File: src/rtl/aarm_pkg.sv
// Shared types, constants and datapath functions for the axis-angle rotation matrix unit.
package aarm_pkg;

  // Beat payloads
  typedef struct packed {
    logic signed [15:0] axis_x;
    logic signed [15:0] axis_y;
    logic signed [15:0] axis_z;
    logic signed [15:0] turn_angle;
  } in_item_t;

  typedef struct packed {
    logic signed [15:0] r00;
    logic signed [15:0] r01;
    logic signed [15:0] r02;
    logic signed [15:0] r10;
    logic signed [15:0] r11;
    logic signed [15:0] r12;
    logic signed [15:0] r20;
    logic signed [15:0] r21;
    logic signed [15:0] r22;
    logic               axis_was_zero;
  } out_item_t;

  // Q30 constants
  localparam logic signed [35:0] Q30_PI      = 36'sd3373259426;
  localparam logic signed [35:0] Q30_HALF_PI = 36'sd1686629713;
  localparam logic signed [35:0] Q30_TWO_PI  = 36'sd6746518852;
  localparam logic signed [33:0] Q30_ONE     = 34'sd1073741824;
  localparam logic signed [33:0] CORDIC_GAIN = 34'sd652032874;

  // Back pipeline depth: 32 root digits, then 31 quotient bits
  localparam int SqrtSteps = 32;
  localparam int DivSteps  = 31;
  localparam int NumStages = SqrtSteps + DivSteps;

  // Classified item handed from the front to the back
  typedef struct packed {
    logic signed [33:0] ang;
    logic               flip;
    logic               zero;
    logic [31:0]        l2;
    logic [2:0][15:0]   mag;
    logic [2:0]         neg;
  } work_t;

  // One slot of the shared CORDIC / root / divide pipeline
  typedef struct packed {
    logic signed [33:0] x;
    logic signed [33:0] y;
    logic signed [33:0] z;
    logic               flip;
    logic               zero;
    logic [31:0]        l2;
    logic [2:0][15:0]   mag;
    logic [2:0]         neg;
    logic [31:0]        root;
    logic [33:0]        srem;
    logic [2:0][32:0]   drem;
    logic [2:0][30:0]   quo;
  } stage_t;

  // atan(2^-i) in Q30, truncated
  function automatic logic [31:0] atan_q30(input logic [4:0] i);
    logic [31:0] v;
    case (i)
      5'd0:  v = 32'h3243F6A8;
      5'd1:  v = 32'h1DAC6705;
      5'd2:  v = 32'h0FADBAFC;
      5'd3:  v = 32'h07F56EA6;
      5'd4:  v = 32'h03FEAB76;
      5'd5:  v = 32'h01FFD55B;
      5'd6:  v = 32'h00FFFAAA;
      5'd7:  v = 32'h007FFF55;
      5'd8:  v = 32'h003FFFEA;
      5'd9:  v = 32'h001FFFFD;
      5'd10: v = 32'h000FFFFF;
      5'd11: v = 32'h0007FFFF;
      5'd12: v = 32'h0003FFFF;
      5'd13: v = 32'h0001FFFF;
      5'd14: v = 32'h0000FFFF;
      5'd15: v = 32'h00007FFF;
      5'd16: v = 32'h00003FFF;
      5'd17: v = 32'h00001FFF;
      5'd18: v = 32'h00000FFF;
      5'd19: v = 32'h000007FF;
      5'd20: v = 32'h000003FF;
      5'd21: v = 32'h000001FF;
      5'd22: v = 32'h000000FF;
      5'd23: v = 32'h0000007F;
      5'd24: v = 32'h0000003F;
      5'd25: v = 32'h0000001F;
      5'd26: v = 32'h0000000F;
      5'd27: v = 32'h00000008;
      5'd28: v = 32'h00000004;
      5'd29: v = 32'h00000002;
      5'd30: v = 32'h00000001;
      default: v = 32'h00000000;
    endcase
    return v;
  endfunction

  // One pipeline step: a CORDIC rotation while idx < steps, plus either a root digit or a quotient bit per lane
  function automatic stage_t stage_step(input stage_t s, input int idx, input int steps);
    stage_t             n;
    logic signed [33:0] dx;
    logic signed [33:0] dy;
    logic signed [33:0] at;
    logic [1:0]         pair;
    logic [35:0]        rem2;
    logic [35:0]        trial;
    logic [32:0]        cur;
    logic [32:0]        sh;
    logic               qb;
    n = s;
    if (idx < steps) begin
      dx = s.y >>> idx;
      dy = s.x >>> idx;
      at = $signed({2'b00, atan_q30(5'(idx))});
      if (!s.z[33]) begin
        n.x = s.x - dx;
        n.y = s.y + dy;
        n.z = s.z - at;
      end else begin
        n.x = s.x + dx;
        n.y = s.y - dy;
        n.z = s.z + at;
      end
    end
    if (idx < SqrtSteps) begin
      pair = 2'b00;
      if (idx < SqrtSteps / 2) begin
        pair = 2'(s.l2 >> (30 - 2 * idx));
      end
      rem2  = {s.srem, pair};
      trial = {2'b00, s.root, 2'b01};
      if (rem2 >= trial) begin
        n.srem = 34'(rem2 - trial);
        n.root = {s.root[30:0], 1'b1};
      end else begin
        n.srem = rem2[33:0];
        n.root = {s.root[30:0], 1'b0};
      end
    end else if (idx < NumStages) begin
      for (int k = 0; k < 3; k++) begin
        cur = (idx == SqrtSteps) ? {2'b00, s.mag[k], 15'b0} : s.drem[k];
        sh  = {cur[31:0], 1'b0};
        qb  = (sh >= {1'b0, s.root});
        n.drem[k] = qb ? (sh - {1'b0, s.root}) : sh;
        n.quo[k]  = {s.quo[k][29:0], qb};
      end
    end
    return n;
  endfunction

  // Round to the entry format, clamp to +-1.0, keep 16 bits
  function automatic logic [15:0] to_out(input logic signed [35:0] v, input int efb);
    logic signed [39:0] w;
    logic signed [39:0] lim;
    int                 sh;
    sh  = 30 - efb;
    w   = 40'(v);
    lim = 40'sd1 <<< efb;
    if (sh > 0) begin
      w = (w + (40'sd1 <<< (sh - 1))) >>> sh;
    end
    if (w > lim) begin
      w = lim;
    end
    if (w < -lim) begin
      w = -lim;
    end
    return w[15:0];
  endfunction

endpackage

File: src/rtl/aarm_front.sv
// Front stage: accepts beats, reduces the angle, forms the squared axis length.
module aarm_front import aarm_pkg::*; (
  input  logic     clk_i,
  input  logic     rst_ni,
  input  logic     in_valid_i,
  output logic     in_ready_o,
  input  in_item_t in_data_i,
  output logic     work_valid_o,
  input  logic     work_ready_i,
  output work_t    work_data_o
);

  logic               valid_q;
  work_t              data_q;
  work_t              data_d;
  logic signed [35:0] a0;
  logic signed [35:0] a1;
  logic signed [35:0] a2;
  logic signed [31:0] sq_x;
  logic signed [31:0] sq_y;
  logic signed [31:0] sq_z;
  logic [32:0]        l2_sum;

  assign in_ready_o   = !valid_q || work_ready_i;
  assign work_valid_o = valid_q;
  assign work_data_o  = data_q;

  // Reduce into (-pi, pi], then fold into [-pi/2, pi/2]
  always_comb begin
    a0 = {{2{in_data_i.turn_angle[15]}}, in_data_i.turn_angle, 18'b0};
    if (a0 > Q30_PI) begin
      a1 = a0 - Q30_TWO_PI;
    end else if (a0 <= -Q30_PI) begin
      a1 = a0 + Q30_TWO_PI;
    end else begin
      a1 = a0;
    end
    data_d.flip = 1'b1;
    if (a1 > Q30_HALF_PI) begin
      a2 = a1 - Q30_PI;
    end else if (a1 < -Q30_HALF_PI) begin
      a2 = a1 + Q30_PI;
    end else begin
      a2 = a1;
      data_d.flip = 1'b0;
    end
    data_d.ang = a2[33:0];
  end

  // Squared length and component magnitudes
  always_comb begin
    sq_x   = in_data_i.axis_x * in_data_i.axis_x;
    sq_y   = in_data_i.axis_y * in_data_i.axis_y;
    sq_z   = in_data_i.axis_z * in_data_i.axis_z;
    l2_sum = {1'b0, sq_x} + {1'b0, sq_y} + {1'b0, sq_z};
    data_d.l2   = l2_sum[31:0];
    data_d.zero = (l2_sum == '0);
    data_d.neg  = {in_data_i.axis_z[15], in_data_i.axis_y[15], in_data_i.axis_x[15]};
    data_d.mag[0] = in_data_i.axis_x[15] ? 16'(-in_data_i.axis_x) : in_data_i.axis_x;
    data_d.mag[1] = in_data_i.axis_y[15] ? 16'(-in_data_i.axis_y) : in_data_i.axis_y;
    data_d.mag[2] = in_data_i.axis_z[15] ? 16'(-in_data_i.axis_z) : in_data_i.axis_z;
  end

  // Hold the classified beat until the queue takes it
  always_ff @(posedge clk_i or negedge rst_ni) begin
    if (!rst_ni) begin
      valid_q <= 1'b0;
    end else if (in_ready_o) begin
      valid_q <= in_valid_i;
    end
  end

  always_ff @(posedge clk_i) begin
    if (in_ready_o && in_valid_i) begin
      data_q <= data_d;
    end
  end

endmodule

File: config.mk
export PLATFORM = sky130hd
export DESIGN_NAME = aarm_front
export DESIGN_NICKNAME = d
export VERILOG_FILES = /design/src/rtl/aarm_pkg.sv /design/src/rtl/aarm_front.sv
export SDC_FILE = /design/constraint.sdc
export NUM_CORES = 2
export LEC_CHECK = 0
export ABC_AREA = 1
export BUFFER_PORTS_ARGS = -buffer_cell sky130_fd_sc_hd__buf_2
export CORE_ASPECT_RATIO = 1.4
export CORE_MARGIN = 1
export CORE_UTILIZATION = 39
export CTS_CLUSTER_SIZE = 30
export DETAILED_ROUTE_END_ITERATION = 8
export PLACE_DENSITY = 0.64
export SLEW_MARGIN = 20
export SYNTH_ARGS = -nofsm -noshare
export SYNTH_HDL_FRONTEND = slang
export SYNTH_SLANG_ARGS = --single-unit
File: constraint.sdc
create_clock -name clk_i -period 19 [get_ports clk_i]
set_clock_uncertainty 0.1 [all_clocks]
set_input_delay 1.9 -clock clk_i [delete_from_list [all_inputs] [get_ports clk_i]]
set_output_delay 1.9 -clock clk_i [all_outputs]
set_load 0.05 [all_outputs]
==> run_results.csv <==
group,metric,value,unit
detailed_routing,wl_per_cell,15.7,microns
synthesis,synthesis.area,36000,sq um
sta,layout_worst_path_cycle_share,0.543,
worst_setup_path,max_stage_delay,0.69,ns
detailed_routing,ant_nets,0,
sta,tightest_slew,0.915,ns
clock_tree,htreeDepth,3,
global_route,antenna_found_initial,1,
global_route,grt_pass1_vias,29400,
worst_setup_path,cp_common_cell,"inv_1",
min_path,hold_path_class,"reg2reg",
detailed_routing,initialDrtViolationCount,1425,
die,die_y,362,microns
clock_tree,root_buffer,"clkbuf_16",
clock_tree,hold_buffers,0,
die,fp.coreArea,91300,sq um
detailed_routing,vias,26800,
global_route,grt_pass1_wl,148000,microns
synthesis,synth-edff-count,111,
die,die_area,93600,sq um
worst_setup_path,cp-end-kind,"flip-flop",
detailed_routing,drt-total-wl,87900,microns
die,core.rowCount,131,
sta,min_period,10.32,ns
worst_setup_path,crit_path_start_kind,"input port",
worst_setup_path,crit_required,19.06,ns
global_route,track_usage,0.201,
layout,fillCellCount,9167,
synthesis,synth_cell_types,55,
clock_tree,cts_tree,"done",
worst_setup_path,crit_type,"in2reg",
layout,area_growth,6.09,%
sta,setup_slack,8.68,ns
detailed_routing,firstDrtPassIters,5,
sta,slew_headroom,0.390,
layout,nNetsFinal,5500,
detailed_routing,drc,0,
synthesis,synth_ff_type,"edfxtp_1",
place,place_ws,8.31,ns
synthesis,yosys_warnings,0,
synthesis,syn_inst,4307,
sta,setup_tns,0,ns
place,io_buffer_count,187,
sta,final_hold_viol_count,0,
die,initial_core_util,0.394,
place,routabilityCongestion,0.915,
worst_setup_path,cp_max_fo,34,
layout,multi_input_area,27100,sq um
clock_tree,insertion_delay,0.41,ns
layout,drive_gt1_frac,0.0604,
sta,maxSlewViolCount,0,
layout,final_area,38200,sq um
synthesis,syn_nets,5423,
job,cap_violations,0,
layout,final_util,0.418,
global_route,grt_max_degree,61,
worst_setup_path,crit_slowest_cell,"fa_1",
worst_setup_path,r2r-start,"work_valid_o$_DFFE_PN0N_",
clock_tree,cts_setup_buffers,0,
clock_tree,cts_sinks,112,
clock_tree,numCtsBuffers,9,
clock_tree,cts.path.max_buffers,2,
clock_tree,cts_resized,0,
layout,regArea,3360,sq um
clock_tree,clk_pin_slew,0.09,ns
die,dieWidth,259,microns
die,boundaryPins,189,
sta,fmax,96.9,MHz
detailed_routing,vias_per_cell,4.80,
worst_setup_path,worstPathArrival,10.38,ns
sta,rsz0062_at_grt,"no",
worst_setup_path,worstSetupStartpoint,"in_data_i[47]",
place,dp_hpwl,74400,microns
outcome,status,"finished clean",
synthesis,syn-mean-instance-area,8.36,sq um
synthesis,ys_seq_elements,112,
place,dpl-instance-area,37900,sq um
min_path,hp-start,"work_valid_o$_DFFE_PN0N_",
synthesis,synth_async_sr_flop_share,0.00893,
global_route,overflow,0,
synthesis,yosysSeqAreaShare,0.0932,
sta,finalSetupViolCount,0,
==> cell type report <==
| type | count | share of cell area |
|---|---|---|
| clock buffers | 9 | 0.00589 |
| inverters | 1328 | 0.131 |
| diodes | 1 | 0.0000655 |
| flip-flops and latches | 112 | 0.0879 |
| multi-input cells | 2743 | 0.709 |
| clock inverters | 7 | 0.00219 |
| well taps | 1197 | 0.0392 |
| repair buffers | 190 | 0.0251 |
==> path summary, 6_finish.rpt <==
kind / end / slack (ns) / cells past startpoint
worst max register to register: work_data_o[75]$_DFFE_PP_ / 16.44 / 3
min in group asynchronous: work_valid_o$_DFFE_PN0N_ / 1.14 / 1
worst max-delay path: work_data_o[83]$_DFFE_PP_ / 8.68 / 37
worst min-delay path: work_valid_o$_DFFE_PN0N_ / 0.50 / 2
worst min register to register: work_valid_o$_DFFE_PN0N_ / 0.50 / 2
max in group asynchronous: work_valid_o$_DFFE_PN0N_ / 17.58 / 1
==> worst max-delay path: cells and delay by family <==
family | cells | cell delay [ns]
simple gates | 12 | 1.72
fa+ha+maj | 9 | 4.63
xor+xnor | 2 | 0.38
buf+inv | 11 | 1.19
compound gates | 3 | 0.51
==> state kept, by name, indices dropped and copies added (netlist names) <==
signal        flops
work_valid_o      1
work_data_o     111
==> layer usage <==
metal  share of wire  GRT usage  routed length, microns
met1            0.40      0.240                   35100
met2            0.53      0.368                   46300
met3           0.040     0.0195                    3530
met4           0.034     0.0736                    3010
met5               0          0                       0
==> cell families after synthesis <==
logic type                 count (synthesis)  share of synthesized area
buffers and inverters                   1452                      0.155
xor gates and xnor gates                 199                     0.0484
AOI/OAI and AO/OA                        295                     0.0461
other                                      1                   0.000104
and+or+nand+nor                         1200                      0.138
DFF                                      112                     0.0932
adders and majority gates               1048                      0.519
==> placed cells by master, fill, tap and decap left out, types with 80 or more instances in the layout <==
cell type,instances
nor2_1,152
buf_2,187
fa_1,743
nand2_1,819
o21ai_0,80
ha_1,305
nand3_1,118
a21oi_1,138
inv_1,1316
edfxtp_1,111
xnor2_1,80
xor2_1,119
==> cells in the mapped netlist, drive strengths merged, types with 74 or more instances <==
cell type	n	share of area
inv	1324	0.14
clkbuf	74	0.0077
a21oi	142	0.020
ha	305	0.11
o21ai	92	0.013
xnor2	80	0.019
nor2	156	0.017
fa	743	0.41
nand3	127	0.019
nand2	839	0.089
edfxtp	111	0.093
xor2	119	0.029
==> stage by stage <==
step                hold WS (ns)  cells
global placement           0.469   5570
CTS                        0.512   5586
global route               0.557   5586
detailed placement         0.490   5570
floorplan                   1.03   4307
finish                     0.503   5587
Power is not shown: default switching activity piles up to over one toggle a cycle in this logic, so the estimate is an artifact.
