==> src/rtl/aarm_pkg.sv <==
// Shared types, constants and datapath functions for the axis-angle rotation matrix unit.
package aarm_pkg;

  // Beat payloads
  typedef struct packed {
    logic signed [15:0] axis_x;
    logic signed [15:0] axis_y;
    logic signed [15:0] axis_z;
    logic signed [15:0] turn_angle;
  } in_item_t;

  typedef struct packed {
    logic signed [15:0] r00;
    logic signed [15:0] r01;
    logic signed [15:0] r02;
    logic signed [15:0] r10;
    logic signed [15:0] r11;
    logic signed [15:0] r12;
    logic signed [15:0] r20;
    logic signed [15:0] r21;
    logic signed [15:0] r22;
    logic               axis_was_zero;
  } out_item_t;

  // Q30 constants
  localparam logic signed [35:0] Q30_PI      = 36'sd3373259426;
  localparam logic signed [35:0] Q30_HALF_PI = 36'sd1686629713;
  localparam logic signed [35:0] Q30_TWO_PI  = 36'sd6746518852;
  localparam logic signed [33:0] Q30_ONE     = 34'sd1073741824;
  localparam logic signed [33:0] CORDIC_GAIN = 34'sd652032874;

  // Back pipeline depth: 32 root digits, then 31 quotient bits
  localparam int SqrtSteps = 32;
  localparam int DivSteps  = 31;
  localparam int NumStages = SqrtSteps + DivSteps;

  // Classified item handed from the front to the back
  typedef struct packed {
    logic signed [33:0] ang;
    logic               flip;
    logic               zero;
    logic [31:0]        l2;
    logic [2:0][15:0]   mag;
    logic [2:0]         neg;
  } work_t;

  // One slot of the shared CORDIC / root / divide pipeline
  typedef struct packed {
    logic signed [33:0] x;
    logic signed [33:0] y;
    logic signed [33:0] z;
    logic               flip;
    logic               zero;
    logic [31:0]        l2;
    logic [2:0][15:0]   mag;
    logic [2:0]         neg;
    logic [31:0]        root;
    logic [33:0]        srem;
    logic [2:0][32:0]   drem;
    logic [2:0][30:0]   quo;
  } stage_t;

  // atan(2^-i) in Q30, truncated
  function automatic logic [31:0] atan_q30(input logic [4:0] i);
    logic [31:0] v;
    case (i)
      5'd0:  v = 32'h3243F6A8;
      5'd1:  v = 32'h1DAC6705;
      5'd2:  v = 32'h0FADBAFC;
      5'd3:  v = 32'h07F56EA6;
      5'd4:  v = 32'h03FEAB76;
      5'd5:  v = 32'h01FFD55B;
      5'd6:  v = 32'h00FFFAAA;
      5'd7:  v = 32'h007FFF55;
      5'd8:  v = 32'h003FFFEA;
      5'd9:  v = 32'h001FFFFD;
      5'd10: v = 32'h000FFFFF;
      5'd11: v = 32'h0007FFFF;
      5'd12: v = 32'h0003FFFF;
      5'd13: v = 32'h0001FFFF;
      5'd14: v = 32'h0000FFFF;
      5'd15: v = 32'h00007FFF;
      5'd16: v = 32'h00003FFF;
      5'd17: v = 32'h00001FFF;
      5'd18: v = 32'h00000FFF;
      5'd19: v = 32'h000007FF;
      5'd20: v = 32'h000003FF;
      5'd21: v = 32'h000001FF;
      5'd22: v = 32'h000000FF;
      5'd23: v = 32'h0000007F;
      5'd24: v = 32'h0000003F;
      5'd25: v = 32'h0000001F;
      5'd26: v = 32'h0000000F;
      5'd27: v = 32'h00000008;
      5'd28: v = 32'h00000004;
      5'd29: v = 32'h00000002;
      5'd30: v = 32'h00000001;
      default: v = 32'h00000000;
    endcase
    return v;
  endfunction

  // One pipeline step: a CORDIC rotation while idx < steps, plus either a root digit or a quotient bit per lane
  function automatic stage_t stage_step(input stage_t s, input int idx, input int steps);
    stage_t             n;
    logic signed [33:0] dx;
    logic signed [33:0] dy;
    logic signed [33:0] at;
    logic [1:0]         pair;
    logic [35:0]        rem2;
    logic [35:0]        trial;
    logic [32:0]        cur;
    logic [32:0]        sh;
    logic               qb;
    n = s;
    if (idx < steps) begin
      dx = s.y >>> idx;
      dy = s.x >>> idx;
      at = $signed({2'b00, atan_q30(5'(idx))});
      if (!s.z[33]) begin
        n.x = s.x - dx;
        n.y = s.y + dy;
        n.z = s.z - at;
      end else begin
        n.x = s.x + dx;
        n.y = s.y - dy;
        n.z = s.z + at;
      end
    end
    if (idx < SqrtSteps) begin
      pair = 2'b00;
      if (idx < SqrtSteps / 2) begin
        pair = 2'(s.l2 >> (30 - 2 * idx));
      end
      rem2  = {s.srem, pair};
      trial = {2'b00, s.root, 2'b01};
      if (rem2 >= trial) begin
        n.srem = 34'(rem2 - trial);
        n.root = {s.root[30:0], 1'b1};
      end else begin
        n.srem = rem2[33:0];
        n.root = {s.root[30:0], 1'b0};
      end
    end else if (idx < NumStages) begin
      for (int k = 0; k < 3; k++) begin
        cur = (idx == SqrtSteps) ? {2'b00, s.mag[k], 15'b0} : s.drem[k];
        sh  = {cur[31:0], 1'b0};
        qb  = (sh >= {1'b0, s.root});
        n.drem[k] = qb ? (sh - {1'b0, s.root}) : sh;
        n.quo[k]  = {s.quo[k][29:0], qb};
      end
    end
    return n;
  endfunction

  // Round to the entry format, clamp to +-1.0, keep 16 bits
  function automatic logic [15:0] to_out(input logic signed [35:0] v, input int efb);
    logic signed [39:0] w;
    logic signed [39:0] lim;
    int                 sh;
    sh  = 30 - efb;
    w   = 40'(v);
    lim = 40'sd1 <<< efb;
    if (sh > 0) begin
      w = (w + (40'sd1 <<< (sh - 1))) >>> sh;
    end
    if (w > lim) begin
      w = lim;
    end
    if (w < -lim) begin
      w = -lim;
    end
    return w[15:0];
  endfunction

endpackage

==> src/rtl/aarm_fifo.sv <==
// Two-entry queue between the front and the back.
module aarm_fifo import aarm_pkg::*; (
  input  logic  clk_i,
  input  logic  rst_ni,
  input  logic  push_valid_i,
  output logic  push_ready_o,
  input  work_t push_data_i,
  output logic  pop_valid_o,
  input  logic  pop_ready_i,
  output work_t pop_data_o
);

  work_t       mem_q [2];
  logic        wr_ptr_q;
  logic        rd_ptr_q;
  logic [1:0]  cnt_q;
  logic        push;
  logic        pop;

  assign push_ready_o = (cnt_q != 2'd2);
  assign pop_valid_o  = (cnt_q != 2'd0);
  assign pop_data_o   = mem_q[rd_ptr_q];
  assign push         = push_valid_i && push_ready_o;
  assign pop          = pop_valid_o && pop_ready_i;

  // Advance pointers and fill count
  always_ff @(posedge clk_i or negedge rst_ni) begin
    if (!rst_ni) begin
      wr_ptr_q <= 1'b0;
      rd_ptr_q <= 1'b0;
      cnt_q    <= 2'd0;
    end else begin
      if (push) begin
        wr_ptr_q <= !wr_ptr_q;
      end
      if (pop) begin
        rd_ptr_q <= !rd_ptr_q;
      end
      cnt_q <= cnt_q + {1'b0, push} - {1'b0, pop};
    end
  end

  always_ff @(posedge clk_i) begin
    if (push) begin
      mem_q[wr_ptr_q] <= push_data_i;
    end
  end

endmodule

==> config.mk <==
export PLATFORM = sky130hd
export DESIGN_NAME = aarm_fifo
export DESIGN_NICKNAME = d
export VERILOG_FILES = /design/src/rtl/aarm_pkg.sv /design/src/rtl/aarm_fifo.sv
export SDC_FILE = /design/constraint.sdc
export NUM_CORES = 1
export LEC_CHECK = 0
export BUFFER_PORTS_ARGS = -buffer_cell sky130_fd_sc_hd__clkbuf_2
export CORE_MARGIN = 2
export CORE_UTILIZATION = 45
export DETAILED_ROUTE_END_ITERATION = 10
export GPL_ROUTABILITY_DRIVEN = 0
export PLACE_DENSITY = 0.7
export SLEW_MARGIN = 20
export SYNTH_ARGS = -nofsm -noshare
export SYNTH_HDL_FRONTEND = slang
export SYNTH_SLANG_ARGS = --single-unit
==> constraint.sdc <==
create_clock -name clk_i -period 7.21 [get_ports clk_i]
set_input_delay 0.721 -clock clk_i [delete_from_list [all_inputs] [get_ports clk_i]]
set_output_delay 0.721 -clock clk_i [all_outputs]
set_load 0.01 [all_outputs]
==> flow_summary.toml, run 1 <==
[status]
run_status = "completed"

[worst_setup_path]
cp_cell_sequence = "buf_4 -> mux2_2 -> clkbuf_2"
setup.worst_path.class = "register to output pin"
slowest_delay_ns = 0.86
required_ns = 6.49
slowest_stage = "dfrtp_4"
setup.worst_path.end_class = "output pin"
arrival_ns = 2.83
start_kind = "register"
cp_max_fo = 69

[synth]
netlist_instances = 392
async_flop_share_pct = 1.653
ys.flop_type = "edfxtp_1"
syn_avg_cell_area_um2 = 22.55
seq_area_frac_synth_pct = 81.98
synth_nets = 516
synth-seq-cells = 242
synth-edff-count = 238
ys_types = 19
synth-warning-count = 0
synth_area_um2 = 8840

[final_layout]
fin_area_um2 = 11120
fin_nets = 777
diodes = 0
area_delta_synth_final_pct = 25.80
drive_above_1_share_pct = 61.14

[global_routing]
grt_usage_pct = 15.26
grt_overflow = 0
grt_pass1_vias = 4833
antenna_found_initial = 1
grt_pass1_wl_um = 24440
grt_start_max_net_pins = 70

[power]
leakage_uw = 0.004201
ir_drop_mv = 0.2173
power_density_nw_per_um2 = 408.5
power.total_uw = 4542

[drt]
routed_wl_um = 16310
detail-route-antenna-nets = 0
drt-initial-drc-count = 202
vias_per_cell = 4.822
dr.pass1.iters = 4
avgRoutedWirePerCell_um = 17.46
num_vias = 4504
drc = 0

[timing]
setup_violations = 0
tightest_slew_ns = 0.9322
maxSlewHeadroom_pct = 37.85
drv_slew = 0
final.setup.tns_ns = 0
timing.hold.ws_ns = 0.01908
hold_viol_final = 0
finalClockSkew_ns = 0.009570
fmax_mhz = 281.2
period_needed_ns = 3.556
grt_setup_unrepaired = "no"
post-route-period-util_pct = 49.32

[cts]
insertion_delay_ns = 0.50
cts_max_level = 1
numCtsBuffers = 25
cts_tree = "yes"
clockRootBuffer = "clkbuf_16"
clk_pin_slew_ns = 0.06
cts_buffer_depth = 3
postCtsSetupRepairBufs = 0
holdBufCountCts = 0
clock-sinks = 242
cts-resized-gates = 0

[placement]
post_dp_cell_area_um2 = 10300
port_buffers = 243
hpwl_um = 10780

[run]
cap_violations = 0

[floorplan]
die_h_um = 144.2
die-area_um2 = 20780
core-area_um2 = 19400
io_pins = 244
row_count = 51
die_w_um = 144.2
start_util_pct = 45.57

[worst_hold_path]
holdCritPathClass = "primary input to asynchronous set/reset pin"
-- power by group --
group	internal [µW]	switching, µW	total (µW)
Sequential	1930	126	2050
Clock	764	496	1260
Combinational	566	663	1230
Total	3260	1290	4540
-- cell families (layout without fill, tap and decap cells) --
group                    count (synthesis)  count (layout)  share of synthesized area [%]
AO/OA/AOI/OAI                            3               3                         0.2689
multiplexers                           119             119                          15.16
adder cells (fa/ha/maj)                  1               1                         0.1415
flip-flops                             242             242                          81.98
XOR/XNOR                                 3               3                         0.2973
buffers and inverters                   13             290                          1.472
AND/OR/NAND/NOR                         11              11                         0.6795
-- worst max-delay path: cells and delay by family (launching register included) --
kind     cells  cell delay (ns)
buf+inv      2             0.94
flops        1             0.86
mux          1             0.43
-- path summary, 6_finish.rpt --
check                                 from        endpoint  slack, ns  cells past startpoint
setup reg to reg                  cnt_q[0]    mem_q[1][80]       4.63                      3
hold reg to reg                   wr_ptr_q        wr_ptr_q       0.56                      1
hold / removal                      rst_ni        rd_ptr_q       0.02                      1
min in group clk_i         push_data_i[12]    mem_q[0][12]       0.40                      1
max in group asynchronous           rst_ni        rd_ptr_q       7.05                      1
setup / recovery                  rd_ptr_q  pop_data_o[61]       3.65                      3
-- per-layer routing --
metal  part of all wire (%)  wire, µm  track usage (%)  vias up
met2                     50      8192            26.99      182
met3                    9.2      1507            5.000       40
li1                       -         -                -     2086
met4                    3.1       498            5.876        2
met5                  0.080        13                0        -
met1                     37      6095            17.22     2194
-- placed cells by master, fill, tap and decap left out, drive strengths merged --
cell type,n
nand2b,1
nor2,3
ha,1
nor4bb,1
clkinvlp,2
and3,1
xnor2,3
dfrtp,4
a311oi,1
o21ai,1
clkinv,7
bufinv,3
or2,1
buf,4
nand3,1
nor2b,1
nand2,2
o21ba,1
edfxtp,238
mux2,119
clkbuf,274
-- flip-flops by register name, indices dropped and copies added, names as in the netlist --
register and flops:
rd_ptr_q 1, cnt_q 2, mem_q 238, wr_ptr_q 1
-- layout make-up --
type	count	area, µm²
multi-input combinational	137	1474
sequential	242	7251
fill	1541	8278
timing repair buffer	247	1246
clock buffer	31	668.1
clock inverter	12	150.1
tap	265	331.6
-- cells in the mapped netlist, types with 2 or more instances --
library cell  number  share of area (%)
nand2_1            2              0.085
mux2_2           119                 15
dfrtp_1            4                1.1
edfxtp_1         238                 81
buf_2              2               0.11
buf_6             10                1.3
xnor2_1            3               0.30
nor2_1             3               0.13
-- stage by stage --
| step | worst slack (ns) | instances | utilization [%] |
|---|---|---|---|
| final | 3.654 | 934 | 57.33 |
| after global placement | 4.168 | 891 | 53.11 |
| after detailed placement | 4.103 | 891 | 53.11 |
| after global routing | 3.460 | 934 | 57.33 |
| after CTS | 3.576 | 934 | 57.33 |
| after floorplan | 0.8681 | 392 | - |
Note: power is estimated with default switching activity, not from simulation.
==> run 2, diff against run 1 <==
==> constraint.sdc (replaced) <==
create_clock -name clk_i -period 3.3 [get_ports clk_i]
set_input_delay 0.33 -clock clk_i [delete_from_list [all_inputs] [get_ports clk_i]]
set_output_delay 0.33 -clock clk_i [all_outputs]
set_load 0.01 [all_outputs]
==> run 2 against run 1 <==
  * Design area is 1.1% higher
  * Global-route usage is 0.28 points lower
  * First-iteration DRC count rose by 7.9%
  * Core utilization is 0.63 points higher
  * Flip-flop and latch count unchanged
  * Clock-buffer cell count unchanged
  * Via count grew 1.7%
  * Routed wire length is 0.37% lower
  * Critical path type unchanged
  * Largest cell class unchanged
==> flow_summary.toml, run 2 (synthesis gave the netlist of run 1 again) <==
[status]
run_status = "completed"

[final_layout]
fin_nets = 795
largest-register = "mem_q"
diodes = 0
drive_above_1_share_pct = 58.16
fillerInstances = 1523
largest_reg_flops = 238
fin_area_um2 = 11240
area_delta_synth_final_pct = 27.19
utilization_pct = 57.96
largestRegisters = "mem_q (238), cnt_q (2)"
final_common_cell = "clkbuf_2"
most-common-layout-cells = "243 x clkbuf_2, 238 x edfxtp_1, 119 x mux2_2"
ff_latch_area_um2 = 7251
multi_input_area_um2 = 1474

[power]
seqPwrFrac_pct = 46.0
power_density_nw_per_um2 = 861.3
switching_share_pct = 28.29
power_switching_uw = 2740
leakage_uw = 0.004237
ir_drop_mv = 0.5767
clkPwrFrac_pct = 25.3
comb_power_share_pct = 28.7
p_int_uw = 6944

[floorplan]
row_count = 51
die_w_um = 144.2
die-area_um2 = 20780
core-area_um2 = 19400
die_h_um = 144.2
io_pins = 244
start_util_pct = 45.57

[global_routing]
grt_usage_pct = 14.98
grt_pass1_wl_um = 24110
busiest_layer = "met2"
use_met3_pct = 5.762
met2_usage_pct = 27.49
grt_overflow = 0
antenna_found_initial = 0
grt_pass1_vias = 4858
grt_use_met1_pct = 16.57
grt_start_max_net_pins = 120

[drt]
drc = 0
vias_per_cell = 4.816
drt-initial-drc-count = 218
num_vias = 4580
avgRoutedWirePerCell_um = 17.08
detail-route-antenna-nets = 0
routed_wl_um = 16250
dr.pass1.iters = 5

[placement]
place_ws_ns = 1.243
port_buffers = 243
post_dp_cell_area_um2 = 10350
hpwl_um = 10440

[cts]
clock-sinks = 242
cts_max_level = 1
insertion_delay_ns = 0.49
clockRootBuffer = "clkbuf_16"
numCtsBuffers = 24
cts_tree = "yes"
clk_pin_slew_ns = 0.06
cts_buffer_depth = 3
postCtsSetupRepairBufs = 0
cts-resized-gates = 0

[run]
cap_violations = 0

[timing]
grt_setup_unrepaired = "no"
post-route-period-util_pct = 77.32
worst_slack_ns = 0.7486
period_needed_ns = 2.551
timing.hold.ws_ns = 0.02286
final.setup.tns_ns = 0
tightest_slew_ns = 0.6808
hold_viol_final = 0
setup_violations = 0
drv_slew = 0
fmax_mhz = 391.9
finalClockSkew_ns = 0.005076
maxSlewHeadroom_pct = 54.61

[worst_setup_path]
arrival_ns = 2.22
required_ns = 2.97
setup.worst_path.end_class = "output pin"
start_kind = "register"
cp_max_fo = 36
setup.worst_path.class = "register to output pin"
r2r_slack_ns = 1.33

[worst_hold_path]
holdCritPathClass = "primary input to register"
==> run 2: final timing paths <==
check	startpoint	end	cells after the start
min in group asynchronous	rst_ni	cnt_q[1]	2
worst max register to register	cnt_q[0]	mem_q[1][115]	3
worst max-delay path	rd_ptr_q	pop_data_o[65]	3
max in group asynchronous	rst_ni	rd_ptr_q	2
worst min-delay path	push_data_i[103]	mem_q[1][103]	1
worst min register to register	wr_ptr_q	wr_ptr_q	1
==> run 2: what timing repair did <==
item	CTS	global route
hold buffers	17	1
endpoints found under the hold margin	35	2
setup endpoints to repair	0	0
==> run 2: power by group through the flow <==
stage	Clock, µW	Combinational, µW	Sequential (µW)
finish	2450	2780	4450
global route	2660	3020	4520
CTS	2540	2850	4460
detailed placement	0	2810	4520
global placement	0	2770	4480
floorplan	0	1910	4400
==> run 2: per-layer routing <==
metal,wire length [µm],up-vias
li1,-,2137
met1,6032,2251
met2,8432,171
met3,1589,21
met4,193,0
met5,0,-
==> run 2: area by class of cell <==
type | count | share of cell area [%]
sequential | 242 | 64.49
multi-input combinational | 137 | 13.11
timing repair buffer | 266 | 13.09
clock buffer | 31 | 5.765
tap | 265 | 2.949
clock inverter | 10 | 0.6009
==> run 2: per-stage QoR <==
step / power, µW / instances
6_report: 9684 / 951
5_1_grt: 10200 / 951
4_1_cts: 9844 / 950
3_5_place_dp: 7335 / 892
3_3_place_gp: 7247 / 892
2_1_floorplan: 6308 / 392
==> run 2: worst max-delay path: stages (launching register included) <==
cell      delay [ns]
dfrtp_4         0.76
buf_4           0.42
mux2_2          0.39
clkbuf_2        0.13
==> run 3, diff against run 2 <==
--- a/config.mk
+++ b/config.mk
@@ -5,6 +5,7 @@
 export SDC_FILE = /design/constraint.sdc
 export NUM_CORES = 1
 export LEC_CHECK = 0
+export ABC_AREA = 1
 export BUFFER_PORTS_ARGS = -buffer_cell sky130_fd_sc_hd__clkbuf_2
 export CORE_MARGIN = 2
 export CORE_UTILIZATION = 45
==> constraint.sdc (replaced) <==
create_clock -name clk_i -period 2.5 [get_ports clk_i]
set_input_delay 0.25 -clock clk_i [delete_from_list [all_inputs] [get_ports clk_i]]
set_output_delay 0.25 -clock clk_i [all_outputs]
set_load 0.01 [all_outputs]
==> run 3 against run 2 <==
  * Sequential share of layout area shrank 6.7 points
  * First-iteration DRC count grew 18%
  * Critical endpoint is now pop_data_o[94]
  * Die area is essentially flat
  * Design area grew 12%
  * Worst setup slack lost 0.39 ns
  * Largest cell class unchanged
  * Power grew 48%
==> flow_summary.toml, run 3 <==
[status]
run_status = "completed"

[timing]
drv_slew = 0
finalClockSkew_ns = 0.007375
final.setup.tns_ns = 0
setup_violations = 0
maxSlewHeadroom_pct = 57.92
fmax_mhz = 467.1
hold_viol_final = 0
timing.hold.ws_ns = 0.08913
grt_setup_unrepaired = "no"
period_needed_ns = 2.141
post-route-period-util_pct = 85.63
tightest_slew_ns = 0.6312

[cts]
numCtsBuffers = 26
clock-sinks = 242
insertion_delay_ns = 0.51
cts_max_level = 1
clockRootBuffer = "clkbuf_16"
clk_pin_slew_ns = 0.06
cts_buffer_depth = 3
cts_tree = "yes"

[drt]
routed_wl_um = 19630
drt-initial-drc-count = 258
dr.pass1.iters = 4
drc = 0
detail-route-antenna-nets = 0
num_vias = 6060
avgRoutedWirePerCell_um = 14.98
vias_per_cell = 4.622

[synth]
synth_top_area_share_pct = 80.80
synth-warning-count = 0
synth_area_um2 = 8845
yosysMostFrequentCell = "nand2_1"
ys.flop_type = "edfxtp_1"
synth-seq-cells = 242
yosys.area.top_type = "edfxtp_1"
synth_nets = 777
async_flop_share_pct = 1.653
syn_avg_cell_area_um2 = 13.54
ys_types = 14
synth-edff-count = 238
synthTopCellsByCount = "366 x nand2_1, 238 x edfxtp_1, 23 x buf_2"
seq_area_frac_synth_pct = 81.94
netlist_instances = 653
yosys-top-cells-area = "edfxtp_1 81%, nand2_1 16%, buf_2 1.3%, dfrtp_1 1.1%, inv_1 0.30%"

[worst_setup_path]
cp_cell_sequence = "inv_4 -> buf_12 -> nand2_1 -> nand2_1 -> clkbuf_2"
r2r_slack_ns = 0.70
r2r_start = "cnt_q[0]"
slowest_delay_ns = 0.50
reg2reg_to = "mem_q[1][62]"
slowest_stage = "dfrtp_4"
arrival_ns = 1.89
reg2regPathDepth = 5
start_kind = "register"
cp_max_fo = 53
setup.worst_path.class = "register to output pin"
required_ns = 2.25
setup.worst_path.end_class = "output pin"
crit_path_frequent_cell = "nand2_1"

[global_routing]
grt_overflow = 0
grt_start_max_net_pins = 120
grt_pass1_wl_um = 29490
antenna_found_initial = 2
grt_pass1_vias = 6143
grt_usage_pct = 18.27

[power]
seqPwrFrac_pct = 40.1
comb_power_share_pct = 31.5
power_density_nw_per_um2 = 1142
switching_share_pct = 32.70
power_switching_uw = 4687
leakage_uw = 0.005431
ir_drop_mv = 0.8303
p_int_uw = 9648
clkPwrFrac_pct = 28.4

[floorplan]
row_count = 51
die-area_um2 = 20790
die_h_um = 144.2
core-area_um2 = 19400
io_pins = 244
start_util_pct = 45.59
die_w_um = 144.2

[final_layout]
multi_input_area_um2 = 1459
largestRegisters = "mem_q (238), cnt_q (2)"
utilization_pct = 64.73
ff_latch_area_um2 = 7251
largest_reg_flops = 238
most-common-layout-cells = "364 x nand2_1, 243 x clkbuf_2, 238 x edfxtp_1"
area_delta_synth_final_pct = 41.96
fin_nets = 1149
final_common_cell = "nand2_1"
drive_above_1_share_pct = 28.13
fillerInstances = 1416
largest-register = "mem_q"

[placement]
hpwl_um = 11040
port_buffers = 243

[worst_hold_path]
min_path_cells = 3
hold_end = "wr_ptr_q"
holdCritPathClass = "primary input to register"
hp-start = "push_valid_i"

[run]
cap_violations = 0
-- run 3: cell types whose count changed in the layout (fill, tap and decap cells not counted), moves of 2 or more --
cell,delta
buf_12,+4
buf_4,-2
bufinv_16,+5
clkbuf_16,+2
clkinv_1,-4
clkinv_2,+4
dlygate4sd3_1,+102
inv_1,+7
mux2_2,-119
nand2_1,+362
xnor2_1,-3
-- run 3: worst max path at each step --
stage                        start        endpoint  slack [ns]  cells past startpoint
after global routing      rd_ptr_q  pop_data_o[32]        0.26                      5
after global placement    cnt_q[0]    mem_q[1][60]        0.75                      5
final                     rd_ptr_q  pop_data_o[94]        0.36                      5
after detailed placement  cnt_q[0]    mem_q[1][60]        0.74                      5
after CTS                 rd_ptr_q  pop_data_o[94]        0.32                      5
after floorplan           cnt_q[0]     mem_q[1][0]       -0.33                      4
-- run 3: final cells by class --
class	instances	share of cell area (%)
flip-flops and latches	242	57.75
repair buffers	370	20.37
multi-input cells	377	11.62
clock buffers	33	5.561
well taps	265	2.641
clock inverters	15	1.784
inverters	8	0.2591
diodes	1	0.01993
-- run 3: logic make-up after synthesis --
| logic type | count (synthesis) | share of synthesized area, % |
|---|---|---|
| and+or+nand+nor | 373 | 15.86 |
| AOI/OAI and AO/OA | 2 | 0.1131 |
| xor gates and xnor gates | 1 | 0.09904 |
| DFF | 242 | 81.94 |
| adders and majority gates | 1 | 0.1414 |
| buffers and inverters | 34 | 1.853 |
-- run 3: critical path: cells and delay by family (launching register included) --
family                 cells  cell delay, ns
and+or+nand+nor            2            0.21
buffers and inverters      3            0.64
DFF                        1            0.50
-- run 3: routing by layer --
| metal | wire [µm] | vias to the layer above | share of wire, % | track usage [%] |
|---|---|---|---|---|
| li1 | - | 2950 | - | - |
| met1 | 7704 | 2862 | 39 | 21.80 |
| met2 | 10120 | 209 | 52 | 33.06 |
| met3 | 1361 | 37 | 6.9 | 4.205 |
| met4 | 437 | 2 | 2.2 | 5.570 |
| met5 | 13 | - | 0.066 | 0 |
-- run 3: power groups by stage --
stage          Combinational (µW)  Sequential, µW  Clock [µW]
2_1_floorplan                2500            5820           0
3_3_place_gp                 4340            5790           0
3_5_place_dp                 4390            5830           0
4_1_cts                      4560            5750        4160
5_1_grt                      5040            5820        4320
6_report                     4520            5740        4070
-- run 3: per-stage QoR --
step           std cells  instance area (µm²)  setup WS, ns  power (µW)
4_1_cts             1310                12550        0.3240       14470
3_3_place_gp        1142                10430        0.7463       10130
5_1_grt             1311                12560        0.2570       15180
2_1_floorplan        653                 8870       -0.3321        8326
3_5_place_dp        1142                10430        0.7355       10210
6_report            1311                12560        0.3593       14330
-- run 3: timing repair --
action                    CTS  global route
hold endpoints to repair  242             0
resized for setup           0             0
buffers inserted            0             0
hold buffers              120             0
